--- config.mk ---
export PLATFORM = sky130hd
export DESIGN_NAME = cde_div_chain
export DESIGN_NICKNAME = d
export VERILOG_FILES = /design/src/rtl/cde_pkg.sv /design/src/rtl/cde_div_cell.sv /design/src/rtl/cde_div_chain.sv
export SDC_FILE = /design/constraint.sdc
export NUM_CORES = 1
export LEC_CHECK = 0
export BUFFER_PORTS_ARGS = -buffer_cell sky130_fd_sc_hd__buf_2
export CORE_ASPECT_RATIO = 1.2
export CORE_MARGIN = 1
export CORE_UTILIZATION = 30
export CTS_CLUSTER_SIZE = 20
export DETAILED_ROUTE_END_ITERATION = 12
export PLACE_DENSITY = 0.43
export SLEW_MARGIN = 40
export SYNTH_ARGS = -nofsm -noshare
export SYNTH_HDL_FRONTEND = slang
export SYNTH_SLANG_ARGS = --single-unit
--- constraint.sdc ---
create_clock -name clk_i -period 33.6 [get_ports clk_i]
set_input_delay 10.08 -clock clk_i [delete_from_list [all_inputs] [get_ports clk_i]]
set_output_delay 10.08 -clock clk_i [all_outputs]
set_load 0.03 [all_outputs]
--- src/rtl/cde_pkg.sv ---
// Shared types, constants and helper functions for the carrier density evaluator.
// No dependencies; every other file in rtl/ refers to this package by scoped names.
package cde_pkg;

  localparam int MAX_TERMS_DEF = 32;
  localparam int FD_TERMS_DEF  = 16;

  // divider chain: byte-wide cells, remainder width covers divisors up to 31
  localparam int DIV_W     = 5;
  localparam int DIV_CELLS = 8;

  localparam int EXP_TERMS = 13;

  localparam logic [28:0]        EINV_Q30  = 29'd395007542;
  localparam logic signed [31:0] R_E_LIMIT = 32'sd15099494;
  localparam logic signed [31:0] R_H_LIMIT = 32'sd16777216;
  localparam logic signed [63:0] ONE_Q30   = 64'sd1073741824;
  localparam logic [62:0]        MAG_MAX   = '1;

  localparam logic signed [63:0] ETA_Q30 [17] = '{
    64'sd821570600, 64'sd649504973, 64'sd408134435, 64'sd127432615, -64'sd94318685,
    -64'sd103130330, 64'sd146910762, 64'sd256754563, -64'sd530934559,
    -64'sd1267283472, 64'sd3428600796, 64'sd10367691797, -64'sd34651230177,
    -64'sd126842758486, 64'sd504690933935, 64'sd2168749011252,
    -64'sd10009845832411
  };

  typedef enum logic [1:0] {
    CFG_INV   = 2'd0,
    CFG_DOS_E = 2'd1,
    CFG_DOS_H = 2'd2,
    CFG_TOL   = 2'd3
  } cfg_idx_e;

  typedef enum logic [4:0] {
    ST_IDLE, ST_R_GO, ST_R_WAIT,
    ST_EM_GO, ST_EM_WAIT, ST_ED_GO, ST_ED_WAIT, ST_EPOW,
    ST_PP_GO, ST_PP_WAIT, ST_PT_GO, ST_PT_WAIT, ST_PB_GO, ST_PB_WAIT,
    ST_FM_GO, ST_FM_WAIT, ST_FD_GO, ST_FD_WAIT, ST_FT_GO, ST_FT_WAIT,
    ST_FB_GO, ST_FB_WAIT,
    ST_SD_GO, ST_SD_WAIT, ST_DOS_GO, ST_DOS_WAIT, ST_DONE
  } state_e;

  typedef struct packed {
    logic        start;
    logic [63:0] a;
    logic [63:0] b;
  } mul_req_t;

  typedef struct packed {
    logic             start;
    logic [63:0]      dividend;
    logic [DIV_W-1:0] divisor;
  } div_req_t;

  // elaboration-time integer square root (weight tables)
  function automatic logic [63:0] isqrt64(logic [63:0] v);
    logic [63:0] vv;
    logic [63:0] rr;
    logic [63:0] bb;
    vv = v;
    rr = '0;
    bb = 64'h4000_0000_0000_0000;
    for (int j = 0; j < 32; j++) begin
      if (bb > vv) bb = bb >> 2;
    end
    for (int j = 0; j < 32; j++) begin
      if (bb != '0) begin
        if (vv >= rr + bb) begin
          vv = vv - (rr + bb);
          rr = (rr >> 1) + bb;
        end else begin
          rr = rr >> 1;
        end
        bb = bb >> 2;
      end
    end
    return rr;
  endfunction

  function automatic logic [62:0] sat_mag(logic [127:0] v);
    return (v[127:63] != '0) ? MAG_MAX : v[62:0];
  endfunction

  function automatic logic signed [63:0] to_signed(logic [62:0] m, logic neg);
    logic signed [63:0] s;
    s = $signed({1'b0, m});
    return neg ? -s : s;
  endfunction

  function automatic logic [63:0] abs64(logic signed [63:0] x);
    return x[63] ? 64'(-x) : 64'(x);
  endfunction

  function automatic logic signed [63:0] sat_add(logic signed [63:0] a,
                                                 logic signed [63:0] b);
    logic signed [64:0] s;
    s = {a[63], a} + {b[63], b};
    if (s > 65'sd9223372036854775807) return 64'sh7FFF_FFFF_FFFF_FFFF;
    if (s < -65'sd9223372036854775807) return 64'sh8000_0000_0000_0001;
    return s[63:0];
  endfunction

endpackage

--- src/rtl/cde_div_cell.sv ---
// One divider cell: eight restoring steps on its dividend byte, remainder to the next cell.
// Depends on cde_pkg (DIV_W).
module cde_div_cell (
  input  logic                      clk_i,
  input  logic                      rst_ni,
  input  logic                      vld_i,
  input  logic [cde_pkg::DIV_W-1:0] rem_i,
  input  logic [7:0]                byte_i,
  input  logic [cde_pkg::DIV_W-1:0] dvs_i,
  output logic                      vld_o,
  output logic [cde_pkg::DIV_W-1:0] rem_o,
  output logic [7:0]                quo_o
);

  logic [cde_pkg::DIV_W:0]   acc;
  logic [cde_pkg::DIV_W-1:0] rem_n;
  logic [7:0]                quo_n;
  logic                      vld_q;
  logic [cde_pkg::DIV_W-1:0] rem_q;
  logic [7:0]                quo_q;

  always_comb begin
    rem_n = rem_i;
    acc   = '0;
    quo_n = '0;
    for (int j = 7; j >= 0; j--) begin
      acc = {rem_n, byte_i[j]};
      if (acc >= {1'b0, dvs_i}) begin
        acc      = acc - {1'b0, dvs_i};
        quo_n[j] = 1'b1;
      end
      rem_n = acc[cde_pkg::DIV_W-1:0];
    end
  end

  always_ff @(posedge clk_i or negedge rst_ni) begin
    if (!rst_ni) begin
      vld_q <= 1'b0;
    end else begin
      vld_q <= vld_i;
    end
  end

  always_ff @(posedge clk_i) begin
    if (vld_i) begin
      rem_q <= rem_n;
      quo_q <= quo_n;
    end
  end

  assign vld_o = vld_q;
  assign rem_o = rem_q;
  assign quo_o = quo_q;

endmodule

--- src/rtl/cde_div_chain.sv ---
// Row of byte cells dividing a 64-bit magnitude by a small divisor, MSB byte first.
// Depends on cde_pkg and cde_div_cell.
module cde_div_chain (
  input  logic              clk_i,
  input  logic              rst_ni,
  input  cde_pkg::div_req_t req_i,
  output logic              done_o,
  output logic [63:0]       quot_o
);

  localparam int Cells = cde_pkg::DIV_CELLS;

  logic [8*Cells-1:0]        dvd_q;
  logic [cde_pkg::DIV_W-1:0] dvs_q;
  logic                      go_q;
  logic                      vld [Cells+1];
  logic [cde_pkg::DIV_W-1:0] rem [Cells+1];
  logic [8*Cells-1:0]        quo;

  always_ff @(posedge clk_i or negedge rst_ni) begin
    if (!rst_ni) begin
      go_q <= 1'b0;
    end else begin
      go_q <= req_i.start;
    end
  end

  always_ff @(posedge clk_i) begin
    if (req_i.start) begin
      dvd_q <= req_i.dividend;
      dvs_q <= req_i.divisor;
    end
  end

  assign vld[0] = go_q;
  assign rem[0] = '0;

  for (genvar g = 0; g < Cells; g++) begin : g_cell
    cde_div_cell u_cell (
      .clk_i  (clk_i),
      .rst_ni (rst_ni),
      .vld_i  (vld[g]),
      .rem_i  (rem[g]),
      .byte_i (dvd_q[8*(Cells-1-g) +: 8]),
      .dvs_i  (dvs_q),
      .vld_o  (vld[g+1]),
      .rem_o  (rem[g+1]),
      .quo_o  (quo[8*(Cells-1-g) +: 8])
    );
  end

  assign done_o = vld[Cells];
  assign quot_o = quo;

endmodule

==> summary.md <==
| Metric | Value |
|---|---|
| Syn Inst Count | 2,351 |
| Clock Sinks | 177 |
| Worst Path Required | between 30 and 40 ns |
| Vias per cell | slightly above 5 |
| # DRC | 0 |
| Fin util | 33.88% |
| Die X | between 200 and 300 um |
| Setup TNS Final | 0 ns |
| Number of global-route vias before repair | between 15,000 and 20,000 |
| Min-Delay Path Class | flip-flop to flip-flop |
| Initial drt markers | 808 |
| DIE HEIGHT | 302.1 um |
| # diodes | 0 |
| Gpl congestion | roughly 0.83 |
| Final period util | a little over half |
| Synthesis warning total | 0 |
| WHS | 0.6221 ns |
| Clk slew on worst S/H paths | 0.08 ns |
| Critical Setup Path Class | flip-flop to flip-flop |
| Row count | around 110 |
| Total buffers and inverters traversed by the critical path | 7 |
| Fmax | between 50 and 60 MHz |
| DP Cell Count | approximately 3,500 |
| Sequential area share after synthesis | between 20% and 30% |
| Clock Latency Late Sink | around 0.5 ns |
| Final min period | ~17 ns |
| CP max-delay cell | inv_2 |
| Top cell by count, worst path | ha_1 |
| Max-cap violation count | 0 |
| CTS Buf Count | 17 |
| Non-Filler Instances | between 3,000 and 4,000 |
| GR Overflow Total | 0 |
| Max Buffers Root-to-Sink | 2 |
| Slowest cell delay on critical path | 0.58 ns |
| Post-synth net total | about 2,800 |
| IO Count | roughly 140 |
| Slew Limit Fails | 0 |
| Area Overhead vs Synth | 11.22% |
| Initial Util | 30.46% |
| Yosys reg bits | roughly 180 |
| CP endpoint kind | flip-flop |
| Final setup viols | 0 |
| Final nets | a little under 3,000 |
| Ys async rst share | roughly 5.1% |
| Status | completed |
| Largest net degree at the start of global routing | 59 |
| Most frequent cells in the layout | 317 x ha_1, 261 x inv_1, 168 x edfxtp_1 |
| Layout cells sized above 1 | between 10% and 20% |
| DR pass1 iterations | 5 |
| DR WL/cell | around 19 um |
| Port bufs | between 100 and 150 |
| GR Util All Layers | between 15 and 20% |
| Post-synth cell types | 122 |
| Mapped cell area | 22,520 um^2 |
| Arr. time, crit path | roughly 18 ns |
| Number of flops mapped to enable cells by yosys | 168 |
| Hold Vio Cnt, Final | 0 |
| Htree depth | 4 |
| Clock Skew | roughly 0.015 ns |
| Setup Buffers After CTS | 0 |
| Clock root cell | clkbuf_16 |
| Most common cell after layout, fill and taps aside | ha_1 |
| Worst path top cell family by delay | compound AO/OA/AOI/OAI gates |
| Syn Area/Cell | ~9.6 um^2 |
| Antenna-violating nets left | 0 |
| Synth Flop Type | edfxtp_1 |
| Initial antenna violation count | 1 |
| Worst relative slew slack | 46.36% |
| DP HPWL | ~50,000 um |
| PostCTS Resize Cnt | 0 |
| RSZ-0062 raised after global routing | no |
| Startpoint types | flip-flop |
| Vias after detailed routing | around 18,000 |
| Global-route wire length before repair | approximately 100,000 um |
| Routed WL | 65,390 um |
| CTS tree | yes |
| Die area | 76,160 um^2 |
| Worst Path Max Fanout | 26 |
| Slew @ Worst Pin | 0.8046 ns |
| Cts hold-fix bufs | 0 |
| Core Area | about 74,000 um^2 |
[metal layers]
| layer | vias to the layer above | part of all wire [%] | GRT usage, % |
|---|---|---|---|
| li1 | 9025 | - | - |
| met1 | 8642 | 44 | 20.55 |
| met2 | 258 | 51 | 32.07 |
| met3 | 79 | 2.4 | 2.392 |
| met4 | 0 | 2.6 | 5.873 |
| met5 | - | 0 | 0 |
[registers in the layout (all words and copies together), names as in the netlist]
register	flops
g_cell.u_cell.rem_o	35
go_q	1
dvd_q	64
dvs_q	5
g_cell.u_cell.vld_o	8
g_cell.u_cell.quo_o	64
[cell usage after synthesis, types with 8 or more instances]
cell	instances	area share, %
and3_1	22	0.61
nand3_1	17	0.38
nor3_1	30	0.67
o21ai_1	12	0.27
xor2_1	64	2.5
ha_1	317	18
a211o_1	11	0.43
nor2b_1	40	1.1
a21boi_0	26	0.87
a211oi_1	19	0.63
mux2_1	13	0.65
nor4b_1	12	0.47
o21ai_0	105	2.3
or3_1	13	0.36
o31ai_1	10	0.33
a31oi_1	17	0.47
and3b_1	8	0.31
a221oi_1	9	0.35
o21a_1	22	0.73
inv_1	265	4.4
fa_1	62	5.5
mux2i_1	91	4.0
nand2b_1	45	1.3
inv_2	15	0.25
nor2_1	81	1.4
nor4_1	8	0.22
mux2_2	56	2.8
nand4_1	9	0.25
dfrtp_1	9	1.0
a21o_1	99	3.3
a21oi_1	167	3.7
and2_1	20	0.56
buf_2	14	0.31
edfxtp_1	168	22
o211a_1	10	0.44
a31o_2	9	0.35
nor3b_1	14	0.47
nand2_1	114	1.9
a221o_1	15	0.67
xnor2_1	98	3.8
o211ai_1	8	0.27
nand3b_1	8	0.27
a41o_1	17	0.76
or2_2	9	0.25
[worst paths after layout]
check / from / to / slack [ns] / cells past startpoint
min in group asynchronous: rst_ni / g_cell[3].u_cell.vld_o$_DFF_PN0_ / 9.52 / 1
hold / removal: dvd_q[8]$_DFFE_PP_ / g_cell[6].u_cell.rem_o[0]$_DFFE_PP_ / 0.62 / 2
setup reg to reg: dvs_q[3]$_DFFE_PP_ / g_cell[4].u_cell.rem_o[1]$_DFFE_PP_ / 16.12 / 65
hold reg to reg: dvd_q[8]$_DFFE_PP_ / g_cell[6].u_cell.rem_o[0]$_DFFE_PP_ / 0.62 / 2
setup / recovery: dvs_q[3]$_DFFE_PP_ / g_cell[4].u_cell.rem_o[1]$_DFFE_PP_ / 16.12 / 65
max in group asynchronous: rst_ni / g_cell[0].u_cell.vld_o$_DFF_PN0_ / 23.69 / 1
[cell type report]
class | count | area, um^2
fillers | 7692 | 48870
inverters | 281 | 1060
multi-input cells | 1872 | 16060
flip-flops and latches | 177 | 5271
clock inverters | 14 | 121.4
well taps | 999 | 1250
repair buffers | 156 | 849.6
clock buffers | 18 | 429.2
[tightest hold or removal path, delay by kind of cell, from the launching register on]
family / cells / cell delay [ns]
flip-flops: 1 / 0.33
buffers and inverters: 1 / 0.05
multiplexers: 1 / 0.12
[kinds of logic after synthesis]
kind of cell	count (synthesis)	synth area share, %
flops	177	23.40
xor+xnor	162	6.301
mux	175	8.646
fa+ha+maj	379	23.13
buf+inv	302	5.290
simple gates	489	12.00
compound gates	667	21.23
[metrics by stage]
| stage | area (um^2) | worst slack (ns) |
|---|---|---|
| after detailed placement | 24490 | 15.94 |
| after global routing | 25050 | 14.63 |
| after global placement | 24470 | 15.97 |
| after floorplan | 22520 | 14.99 |
| after CTS | 25040 | 15.90 |
| final | 25050 | 16.12 |
Power is left out: the tool's default activity adds up to more than one toggle a clock period on the data nets, which glitch-free logic cannot reach.
